### config.mk
export PLATFORM = sky130hd
export DESIGN_NAME = gamepad_input_conditioner_top
export DESIGN_NICKNAME = d
export VERILOG_FILES = /design/src/rtl/gic_pkg.sv /design/src/rtl/gamepad_input_conditioner_top.sv /design/src/rtl/gic_stick.sv
export SDC_FILE = /design/constraint.sdc
export NUM_CORES = 2
export LEC_CHECK = 0
export ABC_AREA = 1
export BUFFER_PORTS_ARGS = -buffer_cell sky130_fd_sc_hd__clkbuf_2
export CAP_MARGIN = 20
export CELL_PAD_IN_SITES_DETAIL_PLACEMENT = 1
export CELL_PAD_IN_SITES_GLOBAL_PLACEMENT = 1
export CORE_UTILIZATION = 23
export DETAILED_ROUTE_END_ITERATION = 8
export PLACE_DENSITY = 0.52
export SLEW_MARGIN = 20
export SYNTH_ARGS = -nofsm -noshare
export SYNTH_HDL_FRONTEND = slang
export SYNTH_SLANG_ARGS = --single-unit
### constraint.sdc
create_clock -name clk -period 10.2 [get_ports clk]
set_clock_uncertainty 0.15 [all_clocks]
set_input_delay 1.53 -clock clk [delete_from_list [all_inputs] [get_ports clk]]
set_output_delay 1.53 -clock clk [all_outputs]
set_load 0.01 [all_outputs]
### src/rtl/gic_pkg.sv
`timescale 1ns / 1ps
// ----------------------------------------------------------------------------
// Gamepad input conditioner package
// Shared widths, register indexes, state types and the fixed-point helpers
// that turn raw stick and trigger counts into magnitudes.
// ----------------------------------------------------------------------------
package gic_pkg;

  localparam int FRAC_BITS  = 16;
  localparam int MAG_W      = FRAC_BITS + 1;
  localparam int RAW_W      = 16;
  localparam int TRIG_W     = 15;
  localparam int OUT_W      = 18;
  localparam int TRIG_OUT_W = 17;
  localparam int BTN_W      = 14;
  localparam int CFG_W      = 17;
  localparam int CFG_IDX_W  = 1;
  localparam int RAW_FULL   = 32767;

  localparam logic [MAG_W-1:0] ONE = {1'b1, {FRAC_BITS{1'b0}}};

  localparam logic [CFG_IDX_W-1:0] CFG_DEAD_ZONE     = 1'b0;
  localparam logic [CFG_IDX_W-1:0] CFG_TRIGGER_FLOOR = 1'b1;

  localparam logic [FRAC_BITS-1:0] DZ_RESET = 16'd10486;
  localparam logic [CFG_W-1:0]     TF_RESET = 17'd3932;

  typedef enum logic [3:0] {
    ST_IDLE,
    ST_SQR,
    ST_SUM,
    ST_ROOT,
    ST_CHECK,
    ST_SCALE,
    ST_MUL,
    ST_QUO,
    ST_DONE
  } stk_state_t;

  typedef enum logic {
    TOP_IDLE,
    TOP_BUSY
  } top_state_t;

  typedef struct packed {
    logic start;
    logic take;
  } stk_ctl_t;

  // A positive count r scaled by ONE / 32767, which is 2r plus a small carry.
  function automatic logic [MAG_W-1:0] half_norm(input logic [TRIG_W-1:0] r);
    logic [MAG_W-1:0] d;
    d = MAG_W'({r, 1'b0});
    if (d == MAG_W'(2 * RAW_FULL)) begin
      half_norm = d + MAG_W'(2);
    end else if (d >= MAG_W'(RAW_FULL)) begin
      half_norm = d + MAG_W'(1);
    end else begin
      half_norm = d;
    end
  endfunction

  // Magnitude of a normalized stick axis; negative counts scale by ONE / 32768.
  function automatic logic [MAG_W-1:0] axis_mag(input logic [RAW_W-1:0] raw);
    logic [MAG_W-1:0] m;
    m = ONE - MAG_W'(raw);
    if (raw[RAW_W-1]) begin
      axis_mag = {m[MAG_W-2:0], 1'b0};
    end else begin
      axis_mag = half_norm(raw[TRIG_W-1:0]);
    end
  endfunction

  function automatic logic signed [OUT_W-1:0] signed_out(input logic [MAG_W-1:0] q,
                                                         input logic neg);
    logic signed [OUT_W-1:0] v;
    v = OUT_W'(q);
    signed_out = neg ? -v : v;
  endfunction

endpackage

### src/rtl/gamepad_input_conditioner_top.sv
// Each item runs through the bit-serial square, square root, scale divide,
// multiply and divide in each stick unit, one bit a cycle; no new item is
// taken until the result of the last one is loaded into the output register.
// A finished result waits in the output register while the next item is taken.
// Reset clears the previous buttons and loads the dead zone and trigger floor
// defaults; no clearing pass is needed.
`timescale 1ns / 1ps
// ----------------------------------------------------------------------------
// Gamepad input conditioner
// Normalizes stick and trigger axes, applies a scaled radial dead zone per
// stick and a trigger floor, and finds newly pressed buttons.
// ----------------------------------------------------------------------------
module gamepad_input_conditioner_top #(
  parameter int BUTTON_COUNT = 14
) (
  input  logic                                  clk,
  input  logic                                  rst,
  input  logic                                  in_valid,
  output logic                                  in_ready,
  input  logic                                  pad_connected,
  input  logic signed [gic_pkg::RAW_W-1:0]      left_x_raw,
  input  logic signed [gic_pkg::RAW_W-1:0]      left_y_raw,
  input  logic signed [gic_pkg::RAW_W-1:0]      right_x_raw,
  input  logic signed [gic_pkg::RAW_W-1:0]      right_y_raw,
  input  logic [gic_pkg::TRIG_W-1:0]            left_trigger_raw,
  input  logic [gic_pkg::TRIG_W-1:0]            right_trigger_raw,
  input  logic [gic_pkg::BTN_W-1:0]             button_levels,
  output logic                                  out_valid,
  input  logic                                  out_ready,
  output logic                                  connected,
  output logic signed [gic_pkg::OUT_W-1:0]      left_x,
  output logic signed [gic_pkg::OUT_W-1:0]      left_y,
  output logic signed [gic_pkg::OUT_W-1:0]      right_x,
  output logic signed [gic_pkg::OUT_W-1:0]      right_y,
  output logic [gic_pkg::TRIG_OUT_W-1:0]        left_trigger,
  output logic [gic_pkg::TRIG_OUT_W-1:0]        right_trigger,
  output logic [gic_pkg::BTN_W-1:0]             pressed_edges,
  output logic [1:0]                            held_shoulders,
  output logic                                  steering,
  input  logic                                  cfg_we,
  input  logic [gic_pkg::CFG_IDX_W-1:0]         cfg_index,
  input  logic [gic_pkg::CFG_W-1:0]             cfg_data
);
  import gic_pkg::*;

  localparam int MASK_BITS = (BUTTON_COUNT < BTN_W) ? BUTTON_COUNT : BTN_W;
  localparam logic [BTN_W-1:0] BTN_MASK = BTN_W'((64'd1 << MASK_BITS) - 64'd1);

  top_state_t state, state_next;
  stk_ctl_t   ctl;
  logic       accept, load;

  logic [FRAC_BITS-1:0]  dead_zone;
  logic [CFG_W-1:0]      trigger_floor;
  logic [BTN_W-1:0]      prev_buttons;
  logic [BTN_W-1:0]      now_btn;
  logic [MAG_W-1:0]      lt_norm, rt_norm;

  logic                  conn_r;
  logic                  neg_lx, neg_ly, neg_rx, neg_ry;
  logic [MAG_W-1:0]      lt_r, rt_r;
  logic [BTN_W-1:0]      edges_r;
  logic [1:0]            shoulders_r;

  logic                  l_done, r_done;
  logic [MAG_W-1:0]      l_qx, l_qy, r_qx, r_qy;

  assign accept  = in_valid && in_ready;
  assign load    = l_done && (!out_valid || out_ready);
  assign now_btn = button_levels & BTN_MASK;
  assign lt_norm = half_norm(left_trigger_raw);
  assign rt_norm = half_norm(right_trigger_raw);

  gic_stick u_left (
    .clk   (clk),
    .rst   (rst),
    .ctl   (ctl),
    .dz    (dead_zone),
    .ax_in (axis_mag(left_x_raw)),
    .ay_in (axis_mag(left_y_raw)),
    .done  (l_done),
    .qx    (l_qx),
    .qy    (l_qy)
  );

  gic_stick u_right (
    .clk   (clk),
    .rst   (rst),
    .ctl   (ctl),
    .dz    (dead_zone),
    .ax_in (axis_mag(right_x_raw)),
    .ay_in (axis_mag(right_y_raw)),
    .done  (r_done),
    .qx    (r_qx),
    .qy    (r_qy)
  );

  always_comb begin
    state_next = state;
    case (state)
      TOP_IDLE: if (in_valid) state_next = TOP_BUSY;
      TOP_BUSY: if (load) state_next = TOP_IDLE;
      default:  state_next = TOP_IDLE;
    endcase
  end

  always_comb begin
    in_ready  = (state == TOP_IDLE);
    ctl.start = in_valid && (state == TOP_IDLE);
    ctl.take  = load;
  end

  always_ff @(posedge clk) begin
    if (rst) begin
      state         <= TOP_IDLE;
      out_valid     <= 1'b0;
      prev_buttons  <= '0;
      dead_zone     <= DZ_RESET;
      trigger_floor <= TF_RESET;
    end else begin
      state <= state_next;
      if (cfg_we) begin
        case (cfg_index)
          CFG_DEAD_ZONE:     dead_zone     <= cfg_data[FRAC_BITS-1:0];
          CFG_TRIGGER_FLOOR: trigger_floor <= cfg_data;
          default: begin
          end
        endcase
      end
      if (accept) begin
        prev_buttons <= pad_connected ? now_btn : '0;
      end
      if (load) begin
        out_valid <= 1'b1;
      end else if (out_ready) begin
        out_valid <= 1'b0;
      end
    end
  end

  // The Y axes are negated, so a Y result is negative when its raw count is not.
  always_ff @(posedge clk) begin
    if (accept) begin
      conn_r      <= pad_connected;
      neg_lx      <= left_x_raw[RAW_W-1];
      neg_ly      <= ~left_y_raw[RAW_W-1];
      neg_rx      <= right_x_raw[RAW_W-1];
      neg_ry      <= ~right_y_raw[RAW_W-1];
      lt_r        <= ({1'b0, lt_norm} < {1'b0, trigger_floor}) ? '0 : lt_norm;
      rt_r        <= ({1'b0, rt_norm} < {1'b0, trigger_floor}) ? '0 : rt_norm;
      edges_r     <= now_btn & ~prev_buttons;
      shoulders_r <= now_btn[BTN_W-1:BTN_W-2];
    end
    if (load) begin
      connected      <= conn_r;
      left_x         <= conn_r ? signed_out(l_qx, neg_lx) : '0;
      left_y         <= conn_r ? signed_out(l_qy, neg_ly) : '0;
      right_x        <= conn_r ? signed_out(r_qx, neg_rx) : '0;
      right_y        <= conn_r ? signed_out(r_qy, neg_ry) : '0;
      left_trigger   <= conn_r ? lt_r : '0;
      right_trigger  <= conn_r ? rt_r : '0;
      pressed_edges  <= conn_r ? edges_r : '0;
      held_shoulders <= conn_r ? shoulders_r : '0;
      steering       <= conn_r && ((|l_qx) || (|l_qy) || (|r_qx) || (|r_qy) ||
                                   (|lt_r) || (|rt_r));
    end
  end

  a_sticks_in_step: assert property (@(posedge clk) disable iff (rst)
    l_done == r_done)
    else $error("Stick units finished in different cycles.");

  a_busy_after_accept: assert property (@(posedge clk) disable iff (rst)
    accept |=> !in_ready)
    else $error("Input ready right after an accepted item.");

  a_load_sets_valid: assert property (@(posedge clk) disable iff (rst)
    load |=> out_valid)
    else $error("Loaded result not offered.");

  a_drain_clears_valid: assert property (@(posedge clk) disable iff (rst)
    (out_valid && out_ready && !load) |=> !out_valid)
    else $error("Taken result offered twice.");

endmodule

### src/rtl/gic_stick.sv
`timescale 1ns / 1ps
// ----------------------------------------------------------------------------
// Stick radial dead zone unit
// Bit-serial square, square root, scale divide, multiply and divide that
// rescale one stick vector; the result is held in the done state until taken.
// ----------------------------------------------------------------------------
module gic_stick (
  input  logic                          clk,
  input  logic                          rst,
  input  gic_pkg::stk_ctl_t             ctl,
  input  logic [gic_pkg::FRAC_BITS-1:0] dz,
  input  logic [gic_pkg::MAG_W-1:0]     ax_in,
  input  logic [gic_pkg::MAG_W-1:0]     ay_in,
  output logic                          done,
  output logic [gic_pkg::MAG_W-1:0]     qx,
  output logic [gic_pkg::MAG_W-1:0]     qy
);
  import gic_pkg::*;

  localparam int W  = MAG_W;
  localparam int CW = $clog2(W);

  stk_state_t state, state_next;
  logic [CW-1:0]  cnt;
  logic [W-1:0]   ax, ay;
  logic [W:0]     hi_x, hi_y;
  logic [W-1:0]   lo_x, lo_y;
  logic [2*W-1:0] rad;
  logic [W:0]     rem;
  logic [W-1:0]   root;
  logic [W-1:0]   sc;
  logic           kill;
  logic           sat;

  logic [W-1:0]   mc_x, mc_y, div;
  logic [W:0]     sum_x, sum_y, r2x, r2y, r2s;
  logic [W+2:0]   r4, trial, r4_diff;
  logic           gex, gey, ges, ger;

  always_comb begin
    mc_x    = (state == ST_MUL) ? sc : ax;
    mc_y    = (state == ST_MUL) ? sc : ay;
    sum_x   = hi_x + (lo_x[0] ? {1'b0, mc_x} : '0);
    sum_y   = hi_y + (lo_y[0] ? {1'b0, mc_y} : '0);
    r4      = {rem, rad[2*W-1 -: 2]};
    trial   = {1'b0, root, 2'b01};
    ger     = (r4 >= trial);
    r4_diff = r4 - trial;
    div     = ONE - {1'b0, dz};
    r2s     = {rem[W-1:0], 1'b0};
    ges     = (r2s >= {1'b0, div});
    r2x     = {hi_x[W-1:0], lo_x[W-1]};
    r2y     = {hi_y[W-1:0], lo_y[W-1]};
    gex     = (r2x >= {1'b0, root});
    gey     = (r2y >= {1'b0, root});
  end

  always_comb begin
    state_next = state;
    case (state)
      ST_IDLE:  if (ctl.start) state_next = ST_SQR;
      ST_SQR:   if (cnt == '0) state_next = ST_SUM;
      ST_SUM:   state_next = ST_ROOT;
      ST_ROOT:  if (cnt == '0) state_next = ST_CHECK;
      ST_CHECK: state_next = ST_SCALE;
      ST_SCALE: if (cnt == '0) state_next = ST_MUL;
      ST_MUL:   if (cnt == '0) state_next = ST_QUO;
      ST_QUO:   if (cnt == '0) state_next = ST_DONE;
      ST_DONE:  if (ctl.take) state_next = ST_IDLE;
      default:  state_next = ST_IDLE;
    endcase
  end

  always_comb begin
    done = (state == ST_DONE);
    qx   = kill ? '0 : lo_x;
    qy   = kill ? '0 : lo_y;
  end

  always_ff @(posedge clk) begin
    if (rst) begin
      state <= ST_IDLE;
    end else begin
      state <= state_next;
    end
  end

  always_ff @(posedge clk) begin
    case (state)
      ST_IDLE: begin
        if (ctl.start) begin
          ax   <= ax_in;
          ay   <= ay_in;
          hi_x <= '0;
          lo_x <= ax_in;
          hi_y <= '0;
          lo_y <= ay_in;
          cnt  <= CW'(W - 1);
        end
      end
      ST_SQR, ST_MUL: begin
        hi_x <= {1'b0, sum_x[W:1]};
        lo_x <= {sum_x[0], lo_x[W-1:1]};
        hi_y <= {1'b0, sum_y[W:1]};
        lo_y <= {sum_y[0], lo_y[W-1:1]};
        cnt  <= (cnt == '0) ? CW'(W - 1) : cnt - 1'b1;
      end
      ST_SUM: begin
        rad  <= {hi_x[W-1:0], lo_x} + {hi_y[W-1:0], lo_y};
        rem  <= '0;
        root <= '0;
        cnt  <= CW'(W - 1);
      end
      ST_ROOT: begin
        if (ger) begin
          rem  <= r4_diff[W:0];
          root <= {root[W-2:0], 1'b1};
        end else begin
          rem  <= r4[W:0];
          root <= {root[W-2:0], 1'b0};
        end
        rad <= {rad[2*W-3:0], 2'b00};
        cnt <= cnt - 1'b1;
      end
      ST_CHECK: begin
        kill <= (root == '0) || (root < {1'b0, dz});
        sat  <= root[W-1];
        rem  <= {1'b0, root - {1'b0, dz}};
        sc   <= '0;
        cnt  <= CW'(FRAC_BITS - 1);
      end
      ST_SCALE: begin
        rem <= ges ? r2s - {1'b0, div} : r2s;
        if (cnt == '0) begin
          sc   <= sat ? ONE : {sc[W-2:0], ges};
          hi_x <= '0;
          lo_x <= ax;
          hi_y <= '0;
          lo_y <= ay;
          cnt  <= CW'(W - 1);
        end else begin
          sc  <= {sc[W-2:0], ges};
          cnt <= cnt - 1'b1;
        end
      end
      ST_QUO: begin
        hi_x <= gex ? r2x - {1'b0, root} : r2x;
        lo_x <= {lo_x[W-2:0], gex};
        hi_y <= gey ? r2y - {1'b0, root} : r2y;
        lo_y <= {lo_y[W-2:0], gey};
        cnt  <= cnt - 1'b1;
      end
      default: begin
      end
    endcase
  end

  a_start_idle: assert property (@(posedge clk) disable iff (rst)
    ctl.start |-> state == ST_IDLE)
    else $error("Stick unit started while busy.");

  a_scale_rem: assert property (@(posedge clk) disable iff (rst)
    (state == ST_SCALE && !kill && !sat) |-> rem < {1'b0, div})
    else $error("Scale divide remainder is not below the divisor.");

  a_quo_rem: assert property (@(posedge clk) disable iff (rst)
    (state == ST_QUO && !kill) |-> (hi_x < {1'b0, root} && hi_y < {1'b0, root}))
    else $error("Axis divide remainder is not below the magnitude.");

endmodule
Word-level counts from Yosys, hierarchy flattened
Cells that the tools add are included.
{"block": "word_totals", "input_bits": 132, "regBits": 630, "word_cells": 308, "out_inout_bits": 126}
{"block": "classes", "bitwise": 6, "add_sub_neg": 39, "order_cmp": 18, "muxes": 98, "n_eq_ne": 36, "n_reduce_logical": 55}
{"op": "$mux W17", "count": 44}
{"op": "$pmux W18 S4", "count": 6}
{"op": "$pmux W17 S4", "count": 4}
{"op": "$mux W18", "count": 11}
{"op": "$pmux W17 S2", "count": 4}
{"op": "$pmux W34 S2", "count": 2}
{"op": "$ge A18 B17 Y1", "count": 6}
{"op": "$sub A18 B17 Y18", "count": 6}
{"op": "$add A16 B1 Y17 const B", "count": 6}
{"op": "$add A16 B2 Y17 const B", "count": 6}
{"op": "$reduce_or A17 Y1", "count": 6}
{"op": "$ge A16 B15 Y1 const B", "count": 6}
{"op": "$eq A15 B15 Y1 const B", "count": 6}
{"op": "$add A18 B18 Y18", "count": 4}
{"op": "$neg A17 Y18", "count": 4}
{"op": "$pmux W4 S9", "count": 2}
{"op": "$add A34 B34 Y34", "count": 2}
{"op": "$sub A1 B16 Y16 const A", "count": 4}
{"op": "$pmux W5 S5", "count": 2}
{"op": "$mux W4", "count": 12}
{"op": "$ge A20 B19 Y1", "count": 2}
{"op": "$sub A18 B18 Y18", "count": 2}
{"op": "$logic_not A17 Y1", "count": 2}
{"op": "$lt A17 B16 Y1", "count": 2}
{"op": "other kinds (30)", "count": 101}

Logic depth before layout (Yosys ltp)
{"block": "logic_depth", "ltp_word": 8, "mapped_depth": 25, "depth_no_buf": 24}

Modules after synthesis
A second synthesis with hierarchy kept.
{"block": "hier_totals", "hier_cells": 7632, "hier_area_um2": 53358.7}
{"mod": "gic_stick at u_left", "cells_per_inst": 2887, "seq_area_each_um2": 5995.8, "n_inst": 1, "area_per_inst_um2": 19680.1}
{"mod": "gic_stick at u_right", "cells_per_inst": 2916, "seq_area_each_um2": 5995.8, "n_inst": 1, "area_per_inst_um2": 19637.6}
{"mod": "gamepad_input_conditioner_top", "cells_per_inst": 1829, "seq_area_each_um2": 6356.1, "n_inst": 1, "area_per_inst_um2": 14041.0}

Worst setup path after synthesis
Ideal clock, no wire load.
{"block": "synth_path", "path_type": "input to register", "startpoint": "input out_ready", "endpoint": "register u_right.state[1]", "t_arrival_ns": 7.850, "path_stages": 9, "setup_time_ns": 0.125, "n_path_buf": 0, "setup_slack_ns": 2.076, "required_ns": 9.925, "path_cell_list": "nor2_1 nor2_1 inv_1 nand4_1 inv_1 nor2_1 nand2_1 a211oi_1 a211oi_1"}
{"block": "synth_via", "elab_chain_len": 4}
{"element": "start: declaration", "line_no": "gamepad_input_conditioner_top.sv:29", "source": "input logic out_ready,"}
{"element": "$logic_or A1 B1 Y1", "line_no": "gamepad_input_conditioner_top.sv:69", "source": "assign load = l_done && (!out_valid || out_ready);"}
{"element": "$logic_and A1 B1 Y1", "line_no": "gamepad_input_conditioner_top.sv:69"}
{"element": "named net load", "line_no": "gamepad_input_conditioner_top.sv:51", "source": "logic accept, load;"}
{"element": "$ne A2 B2 Y1 (no line)"}
{"element": "$reduce_and A7 Y1 (no line)"}
{"element": "end signal: assignment", "line_no": "gic_stick.sv:84", "source": "state <= state_next;"}
{"element": "end: declaration", "line_no": "gic_stick.sv:23", "source": "stk_state_t state, state_next;"}
The timed path passes the listed nets, and every way through them passes these cells.
A chain may end at the register's enable or synchronous reset.

Worst setup path in the final report
{"block": "layout_path", "startpoint": "register u_left.state[1]", "endpoint": "register u_left.hi_y[11] (data pin)"}
{"block": "layout_via", "elab_chain_len": 5}
{"element": "start: declaration", "line_no": "gic_stick.sv:23"}
{"element": "start signal: assignment", "line_no": "gic_stick.sv:84"}
{"element": "$eq A4 B3 Y1", "line_no": "gic_stick.sv:42, gic_stick.sv:89"}
{"element": "$mux W17", "line_no": "gic_stick.sv:42", "source": "mc_y = (state == ST_MUL) ? sc : ay;"}
{"element": "$mux W17", "line_no": "gic_stick.sv:44", "source": "sum_y = hi_y + (lo_y[0] ? {1'b0, mc_y} : '0);"}
{"element": "$add A18 B18 Y18", "line_no": "gic_stick.sv:44"}
{"element": "$pmux W18 S4 (*)", "line_no": "gic_stick.sv:89", "source": "case (state)"}
{"element": "end signal: assignment", "line_no": "gic_stick.sv:104", "source": "hi_y <= {1'b0, sum_y[W:1]};"}
{"element": "end signal: assignment", "line_no": "gic_stick.sv:149", "source": "hi_y <= gey ? r2y - {1'b0, root} : r2y;"}
{"element": "end: declaration", "line_no": "gic_stick.sv:26", "source": "logic [W:0] hi_x, hi_y;"}
Mark *: on every way between the ends. The rest lies on a longest branch, timed or not.

==> run metrics <==
Synthesized Nets 6671; CTS hold repair buffers 0; Initial Utilization 0.231; Period minus WS final 4.89 ns; max_slew headroom 0.278; Startpoint Class flop; Final Power 18.2 mW; Critical Path Sink Type flop; CTS sink cnt 630; Hold Slack 0.315 ns; status finished, final reports clean; number of gates resized after cts 0; DRT Wirelength 195 mm; FF+latch count, synth 630; Design Area, Final 55300 µm²; DR pass1 iterations 5; final setup margin 5.31 ns; Worst-path clk slew 0.06 ns; fmax 204 MHz; fin nets 6905; Post-CTS Setup Bufs 0; die area 210000 µm²; layout cells sized above 1 0.0907; first-pass GRT wire length 292 mm; Post-Syn Area 47900 µm²; HPWL Detailed 155 mm; Worst Hold Class reg -> reg; P_leak 24.0 nW; grt total ovfl 0; Syn Area/Cell 7.75 µm²; Worst VDD drop 0.000199 V; max-slew violation count 0; Final Cycle Share 0.480; First DRT Iteration DRCs 2688; Port Buffer Count 257; actual slew at the worst max-slew pin 1.08 ns; Post-synth EDFFs 573; area leader, netlist edfxtp_1; RSZ-0062 raised after global routing false; Die Y 458 µm; pwr dens 328 nW/µm²; placer congestion estimate 0.889; top cell type's share of synthesized area 0.359; pre-CTS worst setup slack 5.25 ns; leading post-synthesis cells by cell area edfxtp_1 (36%), nand2_1 (9.8%), ha_1 (9.2%), a21oi_1 (5.9%), inv_1 (5.7%); fill cell count 25000; H-tree levels 3; Main synth FF type edfxtp_1; register area share after synthesis 0.383; crit-path max FO 35; Non-Filler Instances 9187; cell total after placement 9027; setup violators final 0; DP Area 52300 µm²; Clock Tree Root clkbuf_16; crit path DAT 5.21 ns; Fin. Hold Viols 0; initial antenna violation count 6; vias in the first global route 45900; pin count of the biggest net entering global routing 76; num rows 167; unique cell type count in the Yosys netlist 71; DR vias 44700; ys async rst share 0; Avg WL per Cell 21.2 µm; top-count cell post-synth nand2_1; die width 458 µm; IO Pins 258; setup total negative slack 0 ns; CTS tree done; P&R area growth vs syn 15.5%; Via density 4.86; critical path class reg -> reg; total core area 207000 µm²; GRT Util Overall 0.182; MaxCap Viol Count 0; cell count after synthesis 6176; clock buffer depth 3; DR DRC count 0; total CTS buffers 84; clock latency on the worst-skew pair 0.75 ns; Util after Layout 0.267; Req. time, crit path 10.52 ns; Ys Warns 0; most frequent cells after synthesis nand2_1 (1247), inv_1 (732), nor2_1 (635); antenna viol nets, final 0
[flip-flops by register name, indices dropped and copies added (netlist names), 18 cells and up]
name,cells
u_right.hi_x,18
right_x,18
left_x,18
u_left.rem,18
u_left.hi_y,18
u_right.hi_y,18
right_y,18
u_left.hi_x,18
u_right.rad,34
u_right.rem,18
u_left.rad,34
left_y,18
[layout by cell type (no fill, tap or decap), types with 20 or more instances in the layout]
cell       synthesis  layout
o22ai_1           41      41
clkbuf_2           0     257
clkbuf_16          0      85
nand3_1          401     401
a31oi_1           24      24
a21oi_1          561     560
o21bai_1          31      31
a221oi_1          26      25
buf_4              2      44
ha_1             351     351
nand2_2           29      29
edfxtp_1         573     573
xor2_1           122     122
inv_1            732     729
a21o_1            32      32
nand2_1         1247    1247
nor2_1           635     623
xnor2_1           94      94
o21ai_0          432     430
nand4_1           74      74
or2_2             51      51
o211ai_1          55      55
clkinv_1          11      20
dfxtp_1           57      57
nand3b_1          39      39
nor3_1           139     139
nor4_1            44      44
[per-layer routing]
metal / wire length, µm / track usage / share of wire
met3: 5720 / 0.0173 / 0.029
met2: 93600 / 0.311 / 0.48
met4: 4080 / 0.0443 / 0.021
met1: 91300 / 0.244 / 0.47
met5: 13 / 0 / 0.000067
[cell families after synthesis]
kind of cell | synth area share
simple gates | 0.246
flops | 0.383
buf+inv | 0.0729
mux | 0.000418
xor+xnor | 0.0395
fa+ha+maj | 0.0968
compound gates | 0.161
[path summary, 6_finish.rpt]
| kind | from | to | slack (ns) | cells past startpoint |
|---|---|---|---|---|
| min | state | state | 0.32 | 2 |
| max reg2reg | u_left.state[1] | u_left.hi_y[11] | 5.31 | 21 |
| max | u_left.state[1] | u_left.hi_y[11] | 5.31 | 21 |
| min reg2reg | state | state | 0.32 | 2 |
[report_power, final]
part | internal [mW] | total (mW) | switching [mW]
sequential | 4.01 | 4.95 | 0.938
combinational | 3.32 | 10.0 | 6.70
clock | 1.87 | 3.19 | 1.32
[layout make-up]
type                       instances  area [µm²]  area share
antenna                            3        7.51    0.000136
clock buffer                     109        2270      0.0410
clock inverter                    47         677      0.0122
inverter                         753        2830      0.0511
multi-input combinational       4639       26200       0.473
sequential                       630       18300       0.332
tap                             2704        3380      0.0612
timing repair buffer             302        1640      0.0297
[worst max-delay path: stages, from the launching register on]
cell and delay [ns]:
dfxtp_1 0.37, inv_1 0.19, nor2_1 0.10, nand2_2 0.54, clkinv_1 0.80, nand2_1 0.37
a21oi_1 0.11, ha_1 0.30, inv_1 0.10, fa_1 0.16, inv_1 0.04, nand2_1 0.07
nand2_1 0.06, a21oi_1 0.23, nor2_1 0.07, nor2_1 0.17, o21a_1 0.16, o21ai_0 0.12
a21boi_0 0.24, a21oi_1 0.09, o21ai_0 0.10, nand2_1 0.07
(Power assumes the default switching activity.)
